$ cat config.mk
export PLATFORM = sky130hd
export DESIGN_NAME = thermometer_scratchpad_decoder_top_flat
export DESIGN_NICKNAME = d
export VERILOG_FILES = /design/src/rtl/tsd_pkg.sv /design/src/rtl/tsd_ifs.sv /design/src/rtl/thermometer_scratchpad_decoder_top.sv /design/src/rtl/tsd_front.sv /design/src/rtl/tsd_queue.sv /design/src/rtl/tsd_back.sv /design/src/flat_wrapper.sv
export SDC_FILE = /design/constraint.sdc
export NUM_CORES = 1
export LEC_CHECK = 0
export ABC_AREA = 1
export ABC_CLOCK_PERIOD_IN_PS = 13400
export BUFFER_PORTS_ARGS = -buffer_cell sky130_fd_sc_hd__clkbuf_2
export CAP_MARGIN = 10
export CELL_PAD_IN_SITES_DETAIL_PLACEMENT = 1
export CELL_PAD_IN_SITES_GLOBAL_PLACEMENT = 2
export CORE_MARGIN = 5
export CORE_UTILIZATION = 43
export DETAILED_ROUTE_END_ITERATION = 16
export GPL_TIMING_DRIVEN = 0
export PLACE_DENSITY = 0.9
export SYNTH_ARGS = -nofsm -noshare
export SYNTH_HDL_FRONTEND = slang
export SYNTH_SLANG_ARGS = --single-unit
$ cat constraint.sdc
create_clock -name i_clk -period 13.4 [get_ports i_clk]
set_clock_uncertainty 0.05 [all_clocks]
set_input_delay 2.68 -clock i_clk [delete_from_list [all_inputs] [get_ports i_clk]]
set_output_delay 2.68 -clock i_clk [all_outputs]
set_load 0.02 [all_outputs]
$ cat src/rtl/tsd_pkg.sv
// Shared types, constants and the CRC step for the thermometer scratchpad decoder.
package tsd_pkg;

    localparam int BYTE_W      = 8;
    localparam int FRAME_BYTES = 9;
    localparam int IDX_W       = 4;
    localparam int RAW_W       = 16;
    localparam int TEMP_W      = 19;
    localparam int PROD_W      = 23;
    localparam int Q_DEPTH     = 2;
    localparam int Q_PTR_W     = 1;
    localparam int Q_CNT_W     = 2;

    localparam logic [IDX_W-1:0]  LAST_IDX     = IDX_W'(FRAME_BYTES - 1);
    localparam logic [IDX_W-1:0]  IDX_END      = IDX_W'(FRAME_BYTES);
    localparam logic [IDX_W-1:0]  IDX_B0       = 4'd0;
    localparam logic [IDX_W-1:0]  IDX_B1       = 4'd1;
    localparam logic [IDX_W-1:0]  IDX_B4       = 4'd4;
    localparam logic [IDX_W-1:0]  IDX_B6       = 4'd6;
    localparam logic [IDX_W-1:0]  IDX_B7       = 4'd7;

    localparam logic [BYTE_W-1:0] CRC_POLY     = 8'h8C;
    localparam logic [BYTE_W-1:0] FAMILY_RESET = 8'h28;
    localparam logic [BYTE_W-1:0] FAMILY_NINE  = 8'h10;
    localparam logic [BYTE_W-1:0] COUNT_PER_C  = 8'h10;
    localparam logic [RAW_W-1:0]  COUNT_BIAS   = 16'd12;
    localparam logic [RAW_W-1:0]  NIBBLE_MASK  = 16'hFFF0;
    localparam logic [Q_CNT_W-1:0] Q_FULL_CNT  = Q_CNT_W'(Q_DEPTH);

    // Resolution field, bits 6..5 of the configuration byte
    localparam logic [1:0] RES_9BIT  = 2'b00;
    localparam logic [1:0] RES_10BIT = 2'b01;
    localparam logic [1:0] RES_11BIT = 2'b10;
    localparam logic [1:0] RES_12BIT = 2'b11;

    typedef struct packed {
        logic              crc_ok;
        logic [BYTE_W-1:0] family;
        logic [BYTE_W-1:0] b0;
        logic [BYTE_W-1:0] b1;
        logic [1:0]        res;
        logic [BYTE_W-1:0] b6;
        logic [BYTE_W-1:0] b7;
    } t_job;

    typedef struct packed {
        logic vld;
        t_job job;
    } t_job_ch;

    typedef struct packed {
        logic full;
        logic empty;
    } t_q_stat;

    function automatic logic [BYTE_W-1:0] crc_step(input logic [BYTE_W-1:0] crc,
                                                   input logic [BYTE_W-1:0] b);
        logic [BYTE_W-1:0] c;
        c = crc ^ b;
        for (int k = 0; k < BYTE_W; k++) begin
            c = c[0] ? ((c >> 1) ^ CRC_POLY) : (c >> 1);
        end
        return c;
    endfunction

endpackage

$ cat src/rtl/tsd_ifs.sv
// Handshake channel interfaces for scratchpad bytes, results and configuration.
interface tsd_byte_if import tsd_pkg::*; ();
    logic              valid;
    logic              ready;
    logic [BYTE_W-1:0] byte_value;
    logic              frame_start;
    modport source (output valid, byte_value, frame_start, input ready);
    modport sink   (input valid, byte_value, frame_start, output ready);
endinterface

interface tsd_res_if import tsd_pkg::*; ();
    logic                     valid;
    logic                     ready;
    logic signed [TEMP_W-1:0] temp_centi;
    logic                     valid_res;
    modport source (output valid, temp_centi, valid_res, input ready);
    modport sink   (input valid, temp_centi, valid_res, output ready);
endinterface

interface tsd_cfg_if import tsd_pkg::*; ();
    logic              valid;
    logic              ready;
    logic [BYTE_W-1:0] family_code;
    modport source (output valid, family_code, input ready);
    modport sink   (input valid, family_code, output ready);
endinterface

$ cat src/rtl/thermometer_scratchpad_decoder_top.sv
// Top level of the thermometer scratchpad decoder: config register, front, queue, back.
//
// Usage: feed the nine scratchpad bytes on i_byte_ch, byte 0 flagged with
// frame_start (a flag mid-frame drops the partial frame without a result).
// Bytes 0 to 7 run through the CRC-8; byte 8 is the check byte. After the
// ninth byte one item leaves on o_res_ch: temperature in hundredths of a
// degree and the CRC verdict (temperature 0 when the check fails).
// i_cfg_ch writes the family code; change it only while no frame is in flight.
// Throughput: one byte per cycle while the queue is not full; the CRC step is a
// combinational update of the CRC register. Path: an accepted check byte enters the
// queue, then is popped into the conversion register once that register is free.
// Reset: the byte count and CRC clear, the family code returns to 0x28,
// the queue empties and no result is offered.
// Stall: when the receiver holds ready low the result waits in the output
// register; up to two further frames park in the queue, after which
// i_byte_ch.ready drops until a frame leaves the queue.
module thermometer_scratchpad_decoder_top import tsd_pkg::*; (
    input  logic      i_clk,
    input  logic      i_rst_n,
    tsd_byte_if.sink  i_byte_ch,
    tsd_cfg_if.sink   i_cfg_ch,
    tsd_res_if.source o_res_ch
);

    logic [BYTE_W-1:0] r_family;
    t_job_ch           w_push;
    t_job_ch           w_head;
    t_q_stat           w_qstat;
    logic              w_pop;

    // Configuration is always taken at once
    assign i_cfg_ch.ready = 1'b1;

    always_ff @(posedge i_clk) begin
        if (!i_rst_n) begin
            r_family <= FAMILY_RESET;
        end else if (i_cfg_ch.valid) begin
            r_family <= i_cfg_ch.family_code;
        end
    end

    // Intake and CRC; hand each completed frame to the queue
    tsd_front u_front (
        .i_clk     (i_clk),
        .i_rst_n   (i_rst_n),
        .i_byte_ch (i_byte_ch),
        .i_family  (r_family),
        .i_qstat   (w_qstat),
        .o_push    (w_push)
    );

    // Decouple intake from a stalled receiver
    tsd_queue u_queue (
        .i_clk   (i_clk),
        .i_rst_n (i_rst_n),
        .i_push  (w_push),
        .i_pop   (w_pop),
        .o_head  (w_head),
        .o_stat  (w_qstat)
    );

    // Convert the frame at the queue head and hold it for the receiver
    tsd_back u_back (
        .i_clk    (i_clk),
        .i_rst_n  (i_rst_n),
        .i_head   (w_head),
        .o_pop    (w_pop),
        .o_res_ch (o_res_ch)
    );

`ifndef ASSERT_OFF
    a_no_push_when_full: assert property (@(posedge i_clk) disable iff (!i_rst_n)
        w_push.vld |-> !w_qstat.full)
        else $error("frame pushed into a full queue");

    a_pop_needs_head: assert property (@(posedge i_clk) disable iff (!i_rst_n)
        w_pop |-> w_head.vld)
        else $error("pop from an empty queue");

    a_bad_crc_zero: assert property (@(posedge i_clk) disable iff (!i_rst_n)
        (o_res_ch.valid && !o_res_ch.valid_res) |-> (o_res_ch.temp_centi == '0))
        else $error("failed CRC with non-zero temperature");

    a_pop_fills_out: assert property (@(posedge i_clk) disable iff (!i_rst_n)
        w_pop |=> o_res_ch.valid)
        else $error("popped frame did not reach the output");
`endif

endmodule

$ cat src/rtl/tsd_front.sv
// Front end: byte intake, frame position, CRC and capture of the bytes used later.
module tsd_front import tsd_pkg::*; (
    input  logic              i_clk,
    input  logic              i_rst_n,
    tsd_byte_if.sink          i_byte_ch,
    input  logic [BYTE_W-1:0] i_family,
    input  t_q_stat           i_qstat,
    output t_job_ch           o_push
);

    logic [IDX_W-1:0]  r_idx, n_idx;
    logic [BYTE_W-1:0] r_crc, n_crc;
    logic [BYTE_W-1:0] r_b0, r_b1, r_b6, r_b7;
    logic [1:0]        r_res;

    logic              w_acc;
    logic              w_restart;
    logic [IDX_W-1:0]  w_idx;
    logic [BYTE_W-1:0] w_crc;
    logic [BYTE_W-1:0] w_b;

    assign i_byte_ch.ready = !i_qstat.full;
    assign w_acc     = i_byte_ch.valid && i_byte_ch.ready;
    assign w_b       = i_byte_ch.byte_value;
    assign w_restart = i_byte_ch.frame_start || (r_idx >= IDX_END);
    assign w_idx     = w_restart ? '0 : r_idx;
    assign w_crc     = w_restart ? '0 : r_crc;

    always_comb begin
        n_idx = r_idx;
        n_crc = r_crc;
        o_push.vld        = 1'b0;
        o_push.job.crc_ok = (w_crc == w_b);
        o_push.job.family = i_family;
        o_push.job.b0     = r_b0;
        o_push.job.b1     = r_b1;
        o_push.job.res    = r_res;
        o_push.job.b6     = r_b6;
        o_push.job.b7     = r_b7;
        if (w_acc) begin
            if (w_idx < LAST_IDX) begin
                n_idx = w_idx + 1'b1;
                n_crc = crc_step(w_crc, w_b);
            end else begin
                // check byte: hand the frame to the queue, start afresh
                n_idx = '0;
                n_crc = '0;
                o_push.vld = 1'b1;
            end
        end
    end

    always_ff @(posedge i_clk) begin
        if (!i_rst_n) begin
            r_idx <= '0;
            r_crc <= '0;
        end else begin
            r_idx <= n_idx;
            r_crc <= n_crc;
        end
    end

    always_ff @(posedge i_clk) begin
        if (w_acc) begin
            if (w_idx == IDX_B0) r_b0  <= w_b;
            if (w_idx == IDX_B1) r_b1  <= w_b;
            if (w_idx == IDX_B4) r_res <= w_b[6:5];
            if (w_idx == IDX_B6) r_b6  <= w_b;
            if (w_idx == IDX_B7) r_b7  <= w_b;
        end
    end

endmodule

$ cat src/rtl/tsd_queue.sv
// Two-entry queue of finished frames between front and back end.
module tsd_queue import tsd_pkg::*; (
    input  logic    i_clk,
    input  logic    i_rst_n,
    input  t_job_ch i_push,
    input  logic    i_pop,
    output t_job_ch o_head,
    output t_q_stat o_stat
);

    t_job               r_mem [Q_DEPTH];
    logic [Q_PTR_W-1:0] r_wr, r_rd;
    logic [Q_CNT_W-1:0] r_cnt, n_cnt;
    logic               w_wr, w_rd;

    assign o_stat.full  = (r_cnt == Q_FULL_CNT);
    assign o_stat.empty = (r_cnt == '0);
    assign w_wr = i_push.vld && !o_stat.full;
    assign w_rd = i_pop && !o_stat.empty;

    assign o_head.vld = !o_stat.empty;
    assign o_head.job = r_mem[r_rd];

    always_comb begin
        n_cnt = r_cnt;
        case ({w_wr, w_rd})
            2'b10:   n_cnt = r_cnt + 1'b1;
            2'b01:   n_cnt = r_cnt - 1'b1;
            default: n_cnt = r_cnt;
        endcase
    end

    always_ff @(posedge i_clk) begin
        if (!i_rst_n) begin
            r_wr  <= '0;
            r_rd  <= '0;
            r_cnt <= '0;
        end else begin
            r_cnt <= n_cnt;
            if (w_wr) r_wr <= r_wr + 1'b1;
            if (w_rd) r_rd <= r_rd + 1'b1;
        end
    end

    always_ff @(posedge i_clk) begin
        if (w_wr) begin
            r_mem[r_wr] <= i_push.job;
        end
    end

endmodule

$ cat src/rtl/tsd_back.sv
// Back end: raw value correction, scaling to hundredths and the output register.
module tsd_back import tsd_pkg::*; (
    input  logic      i_clk,
    input  logic      i_rst_n,
    input  t_job_ch   i_head,
    output logic      o_pop,
    tsd_res_if.source o_res_ch
);

    logic                     r_vld;
    logic signed [TEMP_W-1:0] r_temp;
    logic                     r_ok;

    logic [RAW_W-1:0]         w_raw;
    logic [RAW_W-1:0]         w_shift;
    logic signed [PROD_W-1:0] w_prod;
    logic signed [PROD_W-1:0] w_bias;
    logic signed [TEMP_W-1:0] w_temp;

    always_comb begin
        w_shift = {i_head.job.b1, i_head.job.b0} << 3;
        if (i_head.job.family == FAMILY_NINE) begin
            w_raw = w_shift;
            if (i_head.job.b7 == COUNT_PER_C) begin
                w_raw = (w_shift & NIBBLE_MASK) + COUNT_BIAS
                        - {{(RAW_W-BYTE_W){1'b0}}, i_head.job.b6};
            end
        end else begin
            w_raw = {i_head.job.b1, i_head.job.b0};
            case (i_head.job.res)
                RES_9BIT:  w_raw[2:0] = '0;
                RES_10BIT: w_raw[1:0] = '0;
                RES_11BIT: w_raw[0]   = 1'b0;
                RES_12BIT: w_raw      = {i_head.job.b1, i_head.job.b0};
                default:   w_raw      = {i_head.job.b1, i_head.job.b0};
            endcase
        end
    end

    // raw*100/16, rounded toward zero: bias negatives by 15 before the shift
    assign w_prod = $signed({{(PROD_W-RAW_W){w_raw[RAW_W-1]}}, w_raw}) * PROD_W'(100);
    assign w_bias = w_prod + (w_prod[PROD_W-1] ? PROD_W'(15) : PROD_W'(0));
    assign w_temp = w_bias[PROD_W-1:4];

    assign o_pop = i_head.vld && (!r_vld || o_res_ch.ready);

    always_ff @(posedge i_clk) begin
        if (!i_rst_n) begin
            r_vld <= 1'b0;
        end else if (o_pop) begin
            r_vld <= 1'b1;
        end else if (o_res_ch.ready) begin
            r_vld <= 1'b0;
        end
    end

    always_ff @(posedge i_clk) begin
        if (o_pop) begin
            r_ok   <= i_head.job.crc_ok;
            r_temp <= i_head.job.crc_ok ? w_temp : '0;
        end
    end

    assign o_res_ch.valid      = r_vld;
    assign o_res_ch.temp_centi = r_temp;
    assign o_res_ch.valid_res  = r_ok;

endmodule
$ cat src/flat_wrapper.sv
// flat-port wrapper written by rule: the top's interface ports become plain ports
module thermometer_scratchpad_decoder_top_flat import tsd_pkg::*;
  (i_clk, i_rst_n, i_byte_ch_valid, i_byte_ch_byte_value, i_byte_ch_frame_start, i_byte_ch_ready, i_cfg_ch_valid, i_cfg_ch_family_code, i_cfg_ch_ready, o_res_ch_valid, o_res_ch_temp_centi, o_res_ch_valid_res, o_res_ch_ready);
  tsd_byte_if i_byte_ch_i ();
  tsd_cfg_if i_cfg_ch_i ();
  tsd_res_if o_res_ch_i ();
  input  logic i_clk;
  input  logic i_rst_n;
  input wire logic [$bits(i_byte_ch_i.valid)-1:0] i_byte_ch_valid;
  input wire logic [$bits(i_byte_ch_i.byte_value)-1:0] i_byte_ch_byte_value;
  input wire logic [$bits(i_byte_ch_i.frame_start)-1:0] i_byte_ch_frame_start;
  output wire logic [$bits(i_byte_ch_i.ready)-1:0] i_byte_ch_ready;
  input wire logic [$bits(i_cfg_ch_i.valid)-1:0] i_cfg_ch_valid;
  input wire logic [$bits(i_cfg_ch_i.family_code)-1:0] i_cfg_ch_family_code;
  output wire logic [$bits(i_cfg_ch_i.ready)-1:0] i_cfg_ch_ready;
  output wire logic [$bits(o_res_ch_i.valid)-1:0] o_res_ch_valid;
  output wire logic [$bits(o_res_ch_i.temp_centi)-1:0] o_res_ch_temp_centi;
  output wire logic [$bits(o_res_ch_i.valid_res)-1:0] o_res_ch_valid_res;
  input wire logic [$bits(o_res_ch_i.ready)-1:0] o_res_ch_ready;
  assign i_byte_ch_i.valid = i_byte_ch_valid;
  assign i_byte_ch_i.byte_value = i_byte_ch_byte_value;
  assign i_byte_ch_i.frame_start = i_byte_ch_frame_start;
  assign i_byte_ch_ready = i_byte_ch_i.ready;
  assign i_cfg_ch_i.valid = i_cfg_ch_valid;
  assign i_cfg_ch_i.family_code = i_cfg_ch_family_code;
  assign i_cfg_ch_ready = i_cfg_ch_i.ready;
  assign o_res_ch_valid = o_res_ch_i.valid;
  assign o_res_ch_temp_centi = o_res_ch_i.temp_centi;
  assign o_res_ch_valid_res = o_res_ch_i.valid_res;
  assign o_res_ch_i.ready = o_res_ch_ready;
  thermometer_scratchpad_decoder_top u_core (.i_clk(i_clk), .i_rst_n(i_rst_n), .i_byte_ch(i_byte_ch_i), .i_cfg_ch(i_cfg_ch_i), .o_res_ch(o_res_ch_i));
endmodule
# Yosys cells after proc, flatten, opt, wreduce, memory -nomap -nowiden

Memories as Yosys holds them, arrays and structs flattened. A register that Yosys moved wholly into a read port is not among the register bits.
Index checks and enable logic that the tools add are counted.

Register bits after elaboration: 79
RAM bits: 86
Bits of input ports: 22
Memories kept: 1

Memories:

| memory               | depth | bits a word | read ports | clocked after memory_dff | wr ports | line            | source |
|---|---|---|---|---|---|---|---|
| u_core.u_queue.r_mem | 2     | 43          | 1          | 1                        | 1        | tsd_queue.sv:11 | `t_job r_mem [Q_DEPTH];` |

Add/subtract/negate cells: 8
Multipliers: 1
Magnitude comparators: 2
Eq/ne operators: 13
Mux-type cells: 27
Bitwise logic cells: 9
Reduce and logical (&&, ||, !) cells: 21

Operators with widths:

| kind                                                     | count |
|---|---|
| 2-to-1 mux 8 bit                                         | 10 |
| 2-to-1 mux 16 bit                                        | 2 |
| NOT 2 -> 3 bit                                           | 8 |
| adder 23 x 5 -> 23 bit                                   | 1 |
| multiplier 16 x 6 -> 21 bit, second input constant       | 1 |
| adder 16 x 4 -> 16 bit, second input constant            | 1 |
| equality test 8 x 5 -> 1 bit, second input constant      | 2 |
| subtractor 16 x 8 -> 16 bit                              | 1 |
| equality test 4 x 3 -> 1 bit, second input constant      | 3 |
| 2-to-1 mux 4 bit                                         | 3 |
| 2-to-1 mux 1 bit                                         | 10 |
| AND reduction 2 bit                                      | 5 |
| equality test 2 bit, second input constant               | 4 |
| equality test 8 bit                                      | 1 |
| XOR 8 bit                                                | 1 |
| adder 4 x 1 -> 4 bit, second input constant              | 1 |
| equality test 2 x 1 -> 1 bit, second input constant      | 2 |
| equality test 4 x 1 -> 1 bit, second input constant      | 1 |
| greater-or-equal comparator 4 bit, second input constant | 1 |
| logical AND 1 bit                                        | 4 |
| logical NOT 2 bit                                        | 2 |
| logical NOT 4 bit                                        | 1 |
| < comparator 4 bit, second input constant                | 1 |
| case mux 2 bit (2 select lines)                          | 1 |
| other kinds (9)                                          | 14 |

# Longest topological paths before layout

Depth after elaboration: 21
Depth in mapped cells: 42
Gate-level depth less buffers: 38

# Modules after synthesis

A second synthesis with hierarchy kept.

Cells, all modules: 982
Area, all modules: 9751.9 um^2

Modules (own cells, without submodules):

| module                             | instances | cells an instance | area each (um^2) |
|---|---|---|---|
| tsd_back                           | 1         | 543               | 3779.9 |
| tsd_queue                          | 1         | 174               | 3559.7 |
| tsd_front                          | 1         | 216               | 2083.2 |
| thermometer_scratchpad_decoder_top | 1         | 49                | 329.1 |

# Worst setup path before layout

No wires, ideal clock.

Path type: register to register
From: reg (tool-made name)
To: reg u_core.u_back.r_temp[12], in the netlist u_core.u_back.o_res_ch.temp_centi[12], data pin
Data arrival time: 6.202 ns
Required time: 13.097 ns
Path slack: 6.895 ns
Cell stages (with the launch flop): 39
Path through: dfxtp_1 buf_6 inv_6 buf_6 buf_4 or2_2 o21ai_0 inv_1 ha_1 nand3_1 nand2_1 nand2_1 nand3_1 nand2_1 nand3_1 xor2_1 o21ai_0 ha_1 [... 3 more ...] a21o_1 a21oi_1 nand3_1 nand2_1 nand2_1 a21boi_0 nand3_2 and2_4 buf_6 ha_1 inv_1 nor2_1 and3_1 nand3_4 nand2_4 nand3_2 o21ai_1 nor2_1

RTL lines:

| what                 | line           | source |
|---|---|---|
| to (signal assigned) | tsd_back.sv:60 | `r_temp <= i_head.job.crc_ok ? w_temp : '0;` |
| to (decl)            | tsd_back.sv:11 | `logic signed [TEMP_W-1:0] r_temp;` |

==> impl_results.md <==
- CP Launch Type: register
- Synth Cell Area: 9230 µm²
- Setup TNS: 0 ns
- Pin count of the biggest net entering global routing: 33
- GR Util met3: 0.0321
- Row count: 53
- Starting density of the core: 0.438
- Area grow syn2layout: 13.6%
- Reg clk slew, reported paths: 0.07 ns
- Clk sinks: 166
- CTS tree: done
- Worst slew margin: 0.447
- Seq cells post-synth: 166
- Wire per inst: 17.1 µm
- First-pass GRT wire length: 36700 µm
- H-tree depth: 4
- Root Driver: clkbuf_16
- Crit path buf inv count: 6
- Max FO, Critical Path: 10
- Endpoint type of the worst setup path: register
- Die Width: 156 µm
- WHS Endpoint: u_core.u_queue.r_mem[1][20]
- Mapped Avg Cell Area: 9.78 µm²
- Initial DRC Count: 259
- Critical path class: register to register
- EDFF count, synth: 140
- Die area: 24500 µm²
- Detail Route Antenna Nets: 0
- Port Buf Inserts: 42
- Critical path required time: 13.51 ns
- Hold_buf cts: 0
- Worst path max stage delay: 0.51 ns
- Core area: 21100 µm²
- Min Tclk post-route: 8.05 ns
- Overall routing resource usage: 0.190
- Worst-Margin Slew: 0.822 ns
- I/O pin total: 45
- Fin nets: 1103
- Grt peak-use layer: met2
- Reg2Reg Depth: 35
- Yosys warning count: 0
- Post-CTS Setup Inserts: 0
- Vias in the first global route: 7190
- Ant. Diodes: 0
- Clock latency on the worst-skew pair: 0.43 ns
- WP data arrival: 8.16 ns
- Share of cells above drive strength 1: 0.134
- Met2 Track Usage GR: 0.354
- Cell repeated most along the worst path: nand2_1
- Vias/cell: 5.12
- VDD IR-drop max: 139 µV
- Most frequent cells in the layout: nand2_1, edfxtp_1, inv_1
- Critical path's top delay family: simple AND/OR/NAND/NOR gates
- Most common library cell in the layout ignoring fill and taps: nand2_1
- Final setup viols: 0
- Total wire length: 22100 µm
- RSZ-0062 raised after global routing: no
- Initial antenna violation count: 0
- Synth unique cells: 57
- CTS resizes: 0
- Cells after synthesis: 944
- HP Start: u_core.u_front.r_b1[2]
- Status: completed
- GRT overflow: 0
- Die H: 156 µm
- Pwr Density: 276 nW/µm²
- Detailed-route via count: 6639
- Flop2flop setup slack: 5.35 ns
- Hold Path Class: register to register
- Drt pass-1 iters: 4
- Hpwl dp: 17000 µm
- Max-slew violation total from the final report: 0
- Post-synthesis sequential area ratio: 0.512
- Hold Slack: 0.395 ns
- Crit share post-route: 0.601
- Prevailing post-synth register cell: edfxtp_1
- Hold path cells: 0
- Clock Tree Buf Depth: 2
- DRC Markers: 0
- R2R Path End: u_core.u_back.o_res_ch.temp_centi[10]
- GPL Wtd Cong: 0.846
- Asr flop ratio synth: 0
- Slowest CP cell: clkbuf_1
- TritonCTS buffer count: 17
- Fmax: 124 MHz
- Leak pwr: 4.47 nW
- Final Hold Viols: 0
- Syn Nets: 1038
- Max-cap check violation count: 0
- GRT met1 Usage: 0.228
## kinds of logic (layout without fill, tap and decap cells)
logic type,Yosys count,after routing,synth area share
muxes,4,4,0.00434
buffers and inverters,139,217,0.0629
AOI/OAI and AO/OA,126,126,0.0792
and+or+nand+nor,393,393,0.195
DFF,166,166,0.512
xor gates and xnor gates,43,43,0.0408
adders and majority gates,72,72,0.106
other,1,1,0.000406
## worst max-delay path by stage
stage	slack (ns)	cells after the start	to
global placement	5.52	35	u_core.u_back.o_res_ch.temp_centi[10]
CTS	5.25	35	u_core.u_back.o_res_ch.temp_centi[10]
finish	5.35	35	u_core.u_back.o_res_ch.temp_centi[10]
global route	4.71	35	u_core.u_back.o_res_ch.temp_centi[10]
floorplan	6.90	38	u_core.u_back.o_res_ch.temp_centi[12]
detailed placement	5.34	35	u_core.u_back.o_res_ch.temp_centi[10]
## flip-flops by register name, indices dropped and copies added, names as in the netlist, 4 cells and up, named ones only
name and count:
u_core.u_queue.r_mem 86, u_core.u_back.o_res_ch.temp_centi 19, u_core.r_family 8, u_core.u_front.r_b0 8, u_core.u_front.r_b1 8, u_core.u_front.r_b6 8, u_core.u_front.r_b7 8, u_core.u_front.r_crc 8
u_core.u_front.r_idx 4
## Yosys cell counts, types with 2 or more instances
library cell  number  area share
a21oi_2            2      0.0019
and3_1             2      0.0014
xnor2_1           10      0.0095
nor3_2             4      0.0043
nand2_4            5      0.0061
edfxtp_1         140        0.46
nand2_2           10      0.0068
nand3_2            4      0.0043
nor3_1            14      0.0076
mux2i_1            4      0.0043
nand3_1           41       0.022
buf_6              6      0.0073
a22oi_1            2      0.0016
xor2_1            33       0.031
ha_1              62       0.084
nor2_2             3      0.0020
o21a_1             2      0.0016
nand2_1          193       0.079
inv_2              3      0.0012
or2_2              6      0.0041
nor4_1             2      0.0014
nand3b_1           3      0.0024
dfxtp_1           26       0.056
o21ai_0           33       0.018
fa_1              10       0.022
nor2_4             2      0.0024
buf_4              2      0.0016
inv_1            117       0.048
clkbuf_1           8      0.0033
a31oi_1            2      0.0014
or2_1              4      0.0027
nor2_1            80       0.033
a21oi_1           55       0.030
nand4_1           15       0.010
a21o_1             7      0.0057
o21ai_1           11      0.0060
## per-stage QoR
stage	worst slack (ns)	cell area [µm²]	instances	power (W)	util
finish	5.35	10500	1297	0.00289	0.497
global placement	5.52	9780	1261	0.00234	0.464
detailed placement	5.34	9860	1265	0.00239	0.468
floorplan	6.90	9230	944	0.00194	-
global route	4.71	10500	1297	0.00315	0.497
CTS	5.25	10500	1297	0.00292	0.497
## layout make-up
class                   instances  area, µm²
fillers                      2408      10600
flip-flops and latches        166       4720
well taps                     275        344
repair buffers                 46        273
clock buffers                  18        429
clock inverters                14        193
inverters                     123        468
multi-input cells             639       3940
plain buffers                  16        113
## where the power goes
group | total (W) | internal [W] | leakage, nW | switching (W)
sequential | 0.000672 | 0.000653 | 1.49 | 0.0000185
clock | 0.000517 | 0.000300 | 0.304 | 0.000217
combinational | 0.00170 | 0.000564 | 2.68 | 0.00114
total | 0.00289 | 0.00152 | 4.47 | 0.00137
## per-layer routing
metal / vias to the layer above / part of all wire / wire length [µm]
met5: - / 0 / 0
met4: 0 / 0.017 / 369
met3: 32 / 0.024 / 522
met2: 88 / 0.53 / 11700
met1: 3207 / 0.43 / 9550
li1: 3312 / - / -
Power figures use the tool's default switching activity.
